File: src/rtl/core/mexp_pkg.sv
// Shared types and constants for the modular exponentiation block.
`timescale 1ns / 1ps
package mexp_pkg;

  // Width of every word on the ports.
  localparam int unsigned FIELD_W = 64;

  typedef enum logic [3:0] {
    ST_IDLE,
    ST_START,
    ST_REDUCE,
    ST_STEP,
    ST_MULACC,
    ST_ADVANCE,
    ST_SQUARE,
    ST_DONE
  } ctrl_state_t;

  // Multiplicand source of a modular product; the multiplier is always the base.
  typedef enum logic {
    XSEL_ACC,
    XSEL_BASE
  } xsel_t;

  // Register that takes the finished product.
  typedef enum logic {
    DEST_ACC,
    DEST_BASE
  } dest_t;

  typedef struct packed {
    logic  load;
    logic  mul_start;
    xsel_t x_sel;
    dest_t dest;
    logic  exp_shift;
    logic  out_load;
  } ctrl_cmd_t;

  typedef struct packed {
    logic exp_zero;
    logic exp_lsb;
    logic exp_last;
    logic mul_done;
    logic out_blocked;
  } dp_status_t;

endpackage

File: src/rtl/core/mexp_dp.sv
// Datapath: operand registers, bit-serial modular multiplier and result register.
`timescale 1ns / 1ps
module mexp_dp #(
  parameter int unsigned WIDTH = 64
) (
  input  logic                                clk,
  input  logic                                rst_n,
  input  logic                                cfg_valid,
  input  logic [mexp_pkg::FIELD_W-1:0]        cfg_modulus,
  input  logic [mexp_pkg::FIELD_W-1:0]        in_base,
  input  logic [mexp_pkg::FIELD_W-1:0]        in_exponent,
  input  mexp_pkg::ctrl_cmd_t                 cmd,
  output mexp_pkg::dp_status_t                status,
  output logic                                out_valid,
  input  logic                                out_ready,
  output logic [mexp_pkg::FIELD_W-1:0]        out_power_result
);
  import mexp_pkg::*;

  logic [WIDTH-1:0]   modulus_r;
  logic [WIDTH-1:0]   base_r,  base_nxt;
  logic [WIDTH-1:0]   exp_r,   exp_nxt;
  logic [WIDTH-1:0]   acc_r,   acc_nxt;
  logic [WIDTH-1:0]   x_r,     x_nxt;
  logic [WIDTH-1:0]   y_r,     y_nxt;
  logic [WIDTH-1:0]   p_r,     p_nxt;
  dest_t              dest_r,  dest_nxt;
  logic               busy_r,  busy_nxt;
  logic               out_valid_r, out_valid_nxt;
  logic [FIELD_W-1:0] out_data_r,  out_data_nxt;
  logic [WIDTH-1:0]   one_red;
  logic               mul_fin;

  // (a + b) mod m with a, b below m; a zero modulus stands for 2^WIDTH.
  function automatic logic [WIDTH-1:0] add_mod(input logic [WIDTH-1:0] a,
                                               input logic [WIDTH-1:0] b,
                                               input logic [WIDTH-1:0] m);
    logic [WIDTH:0] sum;
    logic [WIDTH:0] diff;
    sum  = {1'b0, a} + {1'b0, b};
    diff = sum - {1'b0, m};
    if (m == '0) begin
      return sum[WIDTH-1:0];
    end else if (sum >= {1'b0, m}) begin
      return diff[WIDTH-1:0];
    end else begin
      return sum[WIDTH-1:0];
    end
  endfunction

  // One modulo the modulus: zero only for a modulus of one.
  assign one_red = (modulus_r == WIDTH'(1)) ? '0 : WIDTH'(1);
  assign mul_fin = busy_r && (y_r == '0);

  always_comb begin
    base_nxt      = base_r;
    exp_nxt       = exp_r;
    acc_nxt       = acc_r;
    x_nxt         = x_r;
    y_nxt         = y_r;
    p_nxt         = p_r;
    dest_nxt      = dest_r;
    busy_nxt      = busy_r;
    out_valid_nxt = out_valid_r;
    out_data_nxt  = out_data_r;

    if (cmd.load) begin
      base_nxt = in_base[WIDTH-1:0];
      exp_nxt  = in_exponent[WIDTH-1:0];
      // exponent zero gives 1 unreduced
      acc_nxt  = (in_exponent[WIDTH-1:0] == '0) ? WIDTH'(1) : one_red;
    end

    if (cmd.exp_shift) begin
      exp_nxt = exp_r >> 1;
    end

    if (cmd.mul_start) begin
      x_nxt    = (cmd.x_sel == XSEL_ACC) ? acc_r : base_r;
      y_nxt    = base_r;
      p_nxt    = '0;
      dest_nxt = cmd.dest;
      busy_nxt = 1'b1;
    end else if (mul_fin) begin
      busy_nxt = 1'b0;
      if (dest_r == DEST_ACC) begin
        acc_nxt = p_r;
      end else begin
        base_nxt = p_r;
      end
    end else if (busy_r) begin
      // add the multiplicand on a set bit, double it, advance the multiplier
      if (y_r[0]) begin
        p_nxt = add_mod(p_r, x_r, modulus_r);
      end
      x_nxt = add_mod(x_r, x_r, modulus_r);
      y_nxt = y_r >> 1;
    end

    if (out_ready) begin
      out_valid_nxt = 1'b0;
    end
    if (cmd.out_load) begin
      out_valid_nxt = 1'b1;
      out_data_nxt  = FIELD_W'(acc_r);
    end
  end

  always_ff @(posedge clk) begin
    if (!rst_n) begin
      modulus_r   <= WIDTH'(1);
      busy_r      <= 1'b0;
      out_valid_r <= 1'b0;
    end else begin
      if (cfg_valid) begin
        modulus_r <= cfg_modulus[WIDTH-1:0];
      end
      busy_r      <= busy_nxt;
      out_valid_r <= out_valid_nxt;
    end
  end

  always_ff @(posedge clk) begin
    base_r     <= base_nxt;
    exp_r      <= exp_nxt;
    acc_r      <= acc_nxt;
    x_r        <= x_nxt;
    y_r        <= y_nxt;
    p_r        <= p_nxt;
    dest_r     <= dest_nxt;
    out_data_r <= out_data_nxt;
  end

  assign status.exp_zero    = (exp_r == '0);
  assign status.exp_lsb     = exp_r[0];
  assign status.exp_last    = (exp_r[WIDTH-1:1] == '0);
  assign status.mul_done    = mul_fin;
  assign status.out_blocked = out_valid_r && !out_ready;

  assign out_valid        = out_valid_r;
  assign out_power_result = out_data_r;

endmodule

File: src/rtl/core/mexp_ctrl.sv
// Controller: sequences the square-and-multiply steps over the datapath.
`timescale 1ns / 1ps
module mexp_ctrl (
  input  logic                 clk,
  input  logic                 rst_n,
  input  logic                 in_valid,
  output logic                 in_ready,
  input  mexp_pkg::dp_status_t status,
  output mexp_pkg::ctrl_cmd_t  cmd
);
  import mexp_pkg::*;

  ctrl_state_t state_r, state_nxt;

  always_ff @(posedge clk) begin
    if (!rst_n) begin
      state_r <= ST_IDLE;
    end else begin
      state_r <= state_nxt;
    end
  end

  always_comb begin
    state_nxt     = state_r;
    in_ready      = 1'b0;
    cmd.load      = 1'b0;
    cmd.mul_start = 1'b0;
    cmd.x_sel     = XSEL_ACC;
    cmd.dest      = DEST_ACC;
    cmd.exp_shift = 1'b0;
    cmd.out_load  = 1'b0;

    case (state_r)
      ST_IDLE: begin
        in_ready = 1'b1;
        if (in_valid) begin
          cmd.load  = 1'b1;
          state_nxt = ST_START;
        end
      end
      ST_START: begin
        if (status.exp_zero) begin
          state_nxt = ST_DONE;
        end else begin
          // reduce the base: (1 mod m) times base
          cmd.mul_start = 1'b1;
          cmd.x_sel     = XSEL_ACC;
          cmd.dest      = DEST_BASE;
          state_nxt     = ST_REDUCE;
        end
      end
      ST_REDUCE, ST_SQUARE: begin
        if (status.mul_done) begin
          state_nxt = ST_STEP;
        end
      end
      ST_STEP: begin
        if (status.exp_lsb) begin
          cmd.mul_start = 1'b1;
          cmd.x_sel     = XSEL_ACC;
          cmd.dest      = DEST_ACC;
          state_nxt     = ST_MULACC;
        end else begin
          state_nxt = ST_ADVANCE;
        end
      end
      ST_MULACC: begin
        if (status.mul_done) begin
          state_nxt = ST_ADVANCE;
        end
      end
      ST_ADVANCE: begin
        cmd.exp_shift = 1'b1;
        if (status.exp_last) begin
          // no bits left: the final square is not needed
          state_nxt = ST_DONE;
        end else begin
          cmd.mul_start = 1'b1;
          cmd.x_sel     = XSEL_BASE;
          cmd.dest      = DEST_BASE;
          state_nxt     = ST_SQUARE;
        end
      end
      ST_DONE: begin
        if (!status.out_blocked) begin
          cmd.out_load = 1'b1;
          state_nxt    = ST_IDLE;
        end
      end
      default: begin
        state_nxt = ST_IDLE;
      end
    endcase
  end

endmodule

File: src/rtl/core/modular_exponentiation.sv
// Top level of the modular exponentiation block.
//
//  channel  direction  words                   handshake
//  cfg      in         cfg_modulus             cfg_valid / cfg_ready
//  in       in         in_base, in_exponent    in_valid / in_ready
//  out      out        out_power_result        out_valid / out_ready
//
// One word is worked at a time; each modular product runs bit-serially, over the
// significant multiplier bits, on a single shift-and-add unit.
// Reset leaves the modulus at 1 and the block idle; cfg_ready is always high.
// A held result stalls the final write-back, and no new word is taken until it is written.
`timescale 1ns / 1ps
module modular_exponentiation #(
  parameter int unsigned WIDTH = 64
) (
  input  logic                         clk,
  input  logic                         rst_n,
  input  logic                         cfg_valid,
  output logic                         cfg_ready,
  input  logic [mexp_pkg::FIELD_W-1:0] cfg_modulus,
  input  logic                         in_valid,
  output logic                         in_ready,
  input  logic [mexp_pkg::FIELD_W-1:0] in_base,
  input  logic [mexp_pkg::FIELD_W-1:0] in_exponent,
  output logic                         out_valid,
  input  logic                         out_ready,
  output logic [mexp_pkg::FIELD_W-1:0] out_power_result
);
  import mexp_pkg::*;

  ctrl_cmd_t  cmd;
  dp_status_t status;

  assign cfg_ready = 1'b1;

  mexp_ctrl u_ctrl (
    .clk      (clk),
    .rst_n    (rst_n),
    .in_valid (in_valid),
    .in_ready (in_ready),
    .status   (status),
    .cmd      (cmd)
  );

  mexp_dp #(
    .WIDTH (WIDTH)
  ) u_dp (
    .clk              (clk),
    .rst_n            (rst_n),
    .cfg_valid        (cfg_valid),
    .cfg_modulus      (cfg_modulus),
    .in_base          (in_base),
    .in_exponent      (in_exponent),
    .cmd              (cmd),
    .status           (status),
    .out_valid        (out_valid),
    .out_ready        (out_ready),
    .out_power_result (out_power_result)
  );

endmodule

File: config.mk
export PLATFORM = sky130hd
export DESIGN_NAME = modular_exponentiation
export DESIGN_NICKNAME = d
export VERILOG_FILES = /design/src/rtl/core/mexp_pkg.sv /design/src/rtl/core/mexp_dp.sv /design/src/rtl/core/mexp_ctrl.sv /design/src/rtl/core/modular_exponentiation.sv
export SDC_FILE = /design/constraint.sdc
export NUM_CORES = 1
export LEC_CHECK = 0
export ABC_AREA = 1
export BUFFER_PORTS_ARGS = -buffer_cell sky130_fd_sc_hd__buf_2
export CORE_MARGIN = 10
export CORE_UTILIZATION = 35
export DETAILED_ROUTE_END_ITERATION = 8
export SLEW_MARGIN = 10
export SYNTH_ARGS = -nofsm -noshare
export SYNTH_HDL_FRONTEND = slang
export SYNTH_SLANG_ARGS = --single-unit
File: constraint.sdc
create_clock -name clk -period 4.44 [get_ports clk]
set_input_delay 0.666 -clock clk [delete_from_list [all_inputs] [get_ports clk]]
set_output_delay 0.666 -clock clk [all_outputs]
set_load 0.01 [all_outputs]
==> flow_summary_export.csv, run 1 <==
group,metric,value,unit
run_status,run_status,"complete, but fails checks",
run_status,violations,"negative setup slack",
detailed_routing,drc_errors,0,
synth,synth.area.top_cells,"edfxtp_1 21%, nand2_1 14%, dfxtp_1 14%",
cells_and_area,nets,6756,
cells_and_area,multiInputGateArea,22990,sq um
synth,ys.warnings.count,0,
clocking,cts_tree,"built",
floorplanning,dieArea,120300,sq um
synth,syn_area,37370,sq um
global_route,grt_overflow,0,
clocking,htree_levels,2,
clocking,path_clk_slew,0.06,ns
synth,synthCells,5486,
timing,drv_slew,0,
synth,synthFlopType,"dfxtp_1",
timing,setup_viol,15,
timing,fin_crit,4.493,ns
synth,yosysTopAreaCellShare,20.57,%
setup_path,cp_data_arrival_time,5.03,ns
cells_and_area,layout.cells.non_filler,7806,
detailed_routing,routedWlPerCell,22.76,microns
global_route,grt_pass1_vias,39449,
clocking,cts_root_buf,"clkbuf_16",
timing,setup_slack,-0.05320,ns
placed_design,dp_hpwl,143800,microns
detailed_routing,drt-initial-drc-count,4914,
synth,synthMostInstantiatedCell,"nand2_1",
floorplanning,ioPinCount,264,
floorplanning,die_w,346.8,microns
floorplanning,rows,119,
timing,skew,0.04926,ns
detailed_routing,num_vias,41973,
detailed_routing,first_pass_iters,7,
setup_path,start_kind,"flip-flop",
synth,ys_ff_latch,518,
detailed_routing,drt_wl_total,177700,microns
global_route,grt_max_degree,129,
min_path,hold_path_class,"primary input to flip-flop",
synth,synth_commonest_cells,"1412 x nand2_1, 729 x inv_1, 527 x o21ai_0, 493 x a21oi_1, 436 x nor2_1",
floorplanning,core_area,105700,sq um
cells_and_area,syn_to_final_growth,33.80,%
synth,yosysSeqAreaShare,34.60,%
synth,yosys.cell_types.count,55,
detailed_routing,vias_per_cell,5.377,
global_route,grt_pass1_wl,253400,microns
detailed_routing,postRouteAntennaNets,0,
timing,finalHoldViolCount,0,
synth,synthesis.nets,5882,
setup_path,cp_slowest_cell,"edfxtp_1",
clocking,clock-sinks,518,
setup_path,endpoint_kind,"flip-flop",
clocking,clockBufferDepth,3,
timing,tightest_slew,1.103,ns
synth,yosys.area.top_type,"edfxtp_1",
synth,synth_edf_count,256,
clocking,clk_latency,0.70,ns
placed_design,gp_congestion,1.165,
timing,relSlewSlack,26.44,%
timing,rsz0062_at_grt,"yes",
setup_path,cp_slowest_stage_delay,0.40,ns
global_route,antenna_found_initial,9,
clocking,cts-buffers-inserted,61,
cells_and_area,nFillCells,10650,
floorplanning,die_y,346.8,microns
setup_path,crit_type,"flip-flop to flip-flop",
setup_path,cp.required,4.98,ns
synth,synthArstFlopShare,0,%
global_route,gr-usage-all-layers,27.85,%
placed_design,dp.cells,7632,
placed_design,port_buffers,262,
cells_and_area,regArea,12940,sq um
timing,period_share,101.2,%
cells_and_area,drive_gt1_share,25.46,%
setup_path,worstPathMaxFanout,7,
synth,synth_area_per_cell,6.813,sq um
run,maxCapViolCount,0,
timing,max_freq,0.2226,GHz
floorplanning,initial_utilization,35.35,%
flip-flops by register name (all words and copies together), names as in the netlist, 64 cells and up:
signal / flops
u_dp.y_r: 64
u_dp.out_power_result: 64
u_dp.x_r: 64
u_dp.p_r: 64
u_dp.acc_r: 64
u_dp.modulus_r: 64
u_dp.exp_r: 64
u_dp.base_r: 64
critical path, delay by kind of cell, from the launching register on:
family	cells	cell delay, ns
adders and majority gates	3	0.89
DFF	1	0.40
buffers and inverters	7	1.00
xor gates and xnor gates	1	0.21
and+or+nand+nor	14	1.26
AOI/OAI and AO/OA	4	0.54
cell type report:
| cell class | instances | share of cell area [%] |
|---|---|---|
| clock buffers | 88 | 3.586 |
| inverters | 765 | 5.750 |
| repair buffers | 994 | 14.54 |
| flip-flops and latches | 518 | 25.88 |
| multi-input cells | 4020 | 45.98 |
| diodes | 2 | 0.01001 |
| well taps | 1391 | 3.480 |
| clock inverters | 28 | 0.7732 |
cell usage in the layout (no fill, tap or decap), drive strengths merged, types with 2 or more instances in the layout:
| cell | netlist | final |
|---|---|---|
| and3 | 5 | 5 |
| clkbuf | 102 | 90 |
| ha | 196 | 196 |
| nor3 | 25 | 25 |
| nand3 | 356 | 356 |
| o211ai | 5 | 5 |
| or2 | 10 | 10 |
| a31oi | 13 | 13 |
| o21bai | 36 | 36 |
| edfxtp | 256 | 256 |
| a211oi | 2 | 2 |
| o21ai | 653 | 653 |
| bufinv | 0 | 8 |
| clkinv | 2 | 17 |
| o21a | 16 | 16 |
| nand4 | 71 | 71 |
| nor4 | 66 | 66 |
| and2 | 2 | 2 |
| a21o | 23 | 23 |
| xor2 | 68 | 68 |
| inv | 763 | 767 |
| dfxtp | 262 | 262 |
| buf | 81 | 992 |
| nand2 | 1427 | 1427 |
| nor2 | 453 | 453 |
| fa | 3 | 3 |
| a21oi | 498 | 498 |
| xnor2 | 56 | 56 |
| nand3b | 19 | 19 |
| diode | 0 | 2 |
| a21boi | 10 | 10 |
stage by stage:
step	worst slack [ns]	hold slack, ns	TNS, ns	utilization, %	area (sq um)
finish	-0.05320	0.2081	-0.3544	47.30	50010
global route	-0.2466	0.2070	-12.21	47.30	50000
CTS	-0.0009694	0.1826	-0.0009694	46.08	48710
detailed placement	-0.3323	0.4466	-17.52	42.53	44960
global placement	-0.2349	0.4439	-10.65	42.53	44960
floorplan	0.3551	0.4254	0	-	37380
cell families (layout without fill, tap and decap cells):
| group | after synthesis | count (layout) | share of synthesized area, % |
|---|---|---|---|
| compound gates | 1261 | 1261 | 17.68 |
| xor+xnor | 124 | 124 | 2.906 |
| fa+ha+maj | 199 | 199 | 6.722 |
| buf+inv | 948 | 1875 | 10.02 |
| flops | 518 | 518 | 34.60 |
| mux | 1 | 1 | 0.03013 |
| other cells | 1 | 3 | 0.01003 |
| simple gates | 2434 | 2434 | 28.04 |
final timing paths:
check                                            from                                  to  slack [ns]  cells past startpoint
worst max-delay path            u_dp.x_r[0]$_DFFE_PP_           u_dp.p_r[22]$_SDFFE_PP0P_       -0.05                     29
worst min-delay path                        cfg_valid      u_dp.modulus_r[0]$_SDFFE_PN1P_        0.21                      2
worst max register to register  u_dp.x_r[0]$_DFFE_PP_           u_dp.p_r[22]$_SDFFE_PP0P_       -0.05                     29
worst min register to register  u_dp.acc_r[7]$_DFF_P_  u_dp.out_power_result[7]$_DFFE_PP_        0.46                      0
per-layer routing:
layer | share of wire (%) | vias to the layer above | GRT usage (%)
met4 | 3.2 | 12 | 8.210
met3 | 12 | 267 | 7.038
met1 | 44 | 19862 | 39.51
met2 | 41 | 1931 | 41.13
met5 | 0.045 | - | 0
li1 | - | 19901 | -
repair_timing:
| action | 4_1_cts | 5_1_grt |
|---|---|---|
| setup endpoints to repair | 64 | 64 |
| pin swaps | 54 | 88 |
| hold buffers | 0 | 0 |
| gates cloned | 4 | 2 |
| resized for setup | 252 | 254 |
| setup buffers | 28 | 23 |
Power of run 1 is not shown: default switching activity piles up to over one toggle a cycle in this logic, so the estimate is an artifact.
==> run 2: changes to the inputs <==
Settings changed: PLACE_DENSITY_LB_ADDON from default to 0.3.
==> run 2 against run 1 <==
Effect of this change:
- register-to-register slack worse by 0.02 ns
- sequential cell count unchanged
- die area unchanged
- the flow still finishes with violations (negative setup slack)
- critical endpoint is now u_dp.p_r[40]$_SDFFE_PP0P_
- fmax down 0.34%
- global-route usage up 0.63 points
- non-clock buffer count up 100
==> flow_summary_export.csv, run 2 (synthesis results as in run 1) <==
group,metric,value,unit
detailed_routing,num_vias,42551,
clocking,clk_latency,0.68,ns
setup_path,crit_type,"flip-flop to flip-flop",
placed_design,dp_hpwl,147600,microns
setup_path,endpoint_kind,"flip-flop",
placed_design,port_buffers,262,
timing,setup_slack,-0.06843,ns
setup_path,r2r-end,"u_dp.p_r[40]$_SDFFE_PP0P_",
cells_and_area,most-common-layout-cells,"1304 x nand2_1, 789 x buf_4, 694 x inv_1, 490 x o21ai_0, 412 x a21oi_1",
floorplanning,ioPinCount,264,
setup_path,r2r_start,"u_dp.x_r[34]$_DFFE_PP_",
clocking,cts-buffers-inserted,60,
cells_and_area,multiInputGateArea,23360,sq um
placed_design,gp_congestion,1.062,
floorplanning,core_area,105700,sq um
timing,tightest_slew,0.9955,ns
setup_path,cp_data_arrival_time,5.07,ns
timing,relSlewSlack,33.63,%
setup_path,crit_path_frequent_cell,"nand2_1",
placed_design,dp.cells,7716,
cells_and_area,final_common_cell,"nand2_1",
min_path,hold_path_class,"primary input to flip-flop",
setup_path,cp_slowest_cell,"edfxtp_1",
cells_and_area,nFillCells,10771,
detailed_routing,postRouteAntennaNets,0,
setup_path,crit_path_end,"u_dp.p_r[40]$_SDFFE_PP0P_",
run_status,run_status,"complete, but fails checks",
floorplanning,die_w,346.8,microns
detailed_routing,drt-met1-wl,82630,microns
timing,period_share,101.5,%
global_route,grt_overflow,0,
detailed_routing,drt_wl_total,183600,microns
clocking,path_clk_slew,0.06,ns
setup_path,start_kind,"flip-flop",
setup_path,worstPathMaxFanout,10,
cells_and_area,regArea,12950,sq um
timing,setup_viol,40,
timing,rsz0062_at_grt,"yes",
detailed_routing,routed.top_layer,"met4",
setup_path,r2r_setup_slack,-0.07,ns
detailed_routing,routedWlPerCell,23.22,microns
detailed_routing,wl_met2,76850,microns
timing,finalHoldViolCount,0,
cells_and_area,drive_gt1_share,27.93,%
cells_and_area,syn_to_final_growth,36.50,%
setup_path,cp_slowest_stage_delay,0.48,ns
clocking,cts_hold_buf,0,
global_route,grt_max_degree,129,
detailed_routing,drc_errors,0,
clocking,cts_root_buf,"clkbuf_16",
clocking,cts_tree,"built",
clocking,clockBufferDepth,3,
global_route,grt_pass1_vias,39667,
floorplanning,initial_utilization,35.35,%
global_route,antenna_found_initial,6,
clocking,htree_levels,2,
timing,max_freq,0.2218,GHz
timing,skew,0.02806,ns
floorplanning,die_y,346.8,microns
setup_path,rr_worst_depth,30,
cells_and_area,nets,6855,
detailed_routing,vias_per_cell,5.383,
clocking,clock-sinks,518,
global_route,grt_pass1_wl,257300,microns
run_status,violations,"negative setup slack",
timing,fin_crit,4.508,ns
detailed_routing,wl_met3,18800,microns
setup_path,cp.required,5.00,ns
floorplanning,rows,119,
setup_path,cp-startpoint,"u_dp.x_r[34]$_DFFE_PP_",
detailed_routing,drt-initial-drc-count,4704,
detailed_routing,first_pass_iters,6,
timing,drv_slew,0,
floorplanning,dieArea,120300,sq um
run,maxCapViolCount,0,
global_route,gr-usage-all-layers,28.48,%
cells_and_area,layout.cells.non_filler,7905,
run 2: cell types whose count changed in the layout (fill, tap and decap cells not counted), sizes merged:
cell	delta
clkbuf	-2
buf	+95
diode	+4
clkinvlp	+2
bufinv	-4
clkinv	+2
inv	+2
run 2: cell type report:
cell class                      count  area share, %
Multi-Input combinational cell   4020          45.80
Inverter                          765          5.646
Antenna cell                        6        0.02943
Tap cell                         1391          3.411
Clock buffer                       81          3.382
Clock inverter                     30         0.5886
Sequential cell                   518          25.39
Timing Repair Buffer             1094          15.76
run 2: what timing repair did:
action | CTS | global route
pin swaps | 74 | 107
gates resized for setup | 243 | 393
setup endpoints to repair | 64 | 64
buffers inserted | 32 | 28
cloned | 1 | 11
run 2: metrics by stage:
stage	hold slack (ns)	TNS [ns]	utilization (%)	worst slack, ns	cell area, sq um
2_1_floorplan	0.4254	0	-	0.3551	37380
3_3_place_gp	0.4466	-22.42	43.13	-0.4065	45600
3_5_place_dp	0.4426	-23.33	43.13	-0.4314	45600
4_1_cts	0.1849	-0.09081	46.39	-0.01739	49040
5_1_grt	0.2307	-10.77	48.25	-0.2224	51010
6_report	0.2237	-1.213	48.26	-0.06843	51020
run 2: critical path, delay by kind of cell, from the launching register on:
kind | cells | cell delay (ns)
adders and majority gates | 2 | 0.62
buffers and inverters | 9 | 0.98
and+or+nand+nor | 16 | 1.95
DFF | 1 | 0.48
xor gates and xnor gates | 1 | 0.14
AOI/OAI and AO/OA | 2 | 0.23
run 2: worst min path at each step:
| stage | from | end | slack (ns) | cells after the start |
|---|---|---|---|---|
| 2_1_floorplan | u_dp.acc_r[63]$_DFF_P_ | u_dp.out_power_result[63]$_DFFE_PP_ | 0.43 | 0 |
| 3_3_place_gp | u_dp.acc_r[49]$_DFF_P_ | u_dp.out_power_result[49]$_DFFE_PP_ | 0.45 | 0 |
| 3_5_place_dp | u_dp.acc_r[59]$_DFF_P_ | u_dp.out_power_result[59]$_DFFE_PP_ | 0.44 | 0 |
| 4_1_cts | cfg_modulus[0] | u_dp.modulus_r[0]$_SDFFE_PN1P_ | 0.18 | 3 |
| 5_1_grt | cfg_modulus[0] | u_dp.modulus_r[0]$_SDFFE_PN1P_ | 0.23 | 3 |
| 6_report | cfg_modulus[0] | u_dp.modulus_r[0]$_SDFFE_PN1P_ | 0.22 | 3 |
run 2: per-layer routing:
metal,GRT usage (%),up-vias
met5,0,-
met4,7.111,0
met3,5.386,270
met2,42.43,1923
met1,41.71,20244
li1,-,20114
Power of run 2 is left out for the same reason.
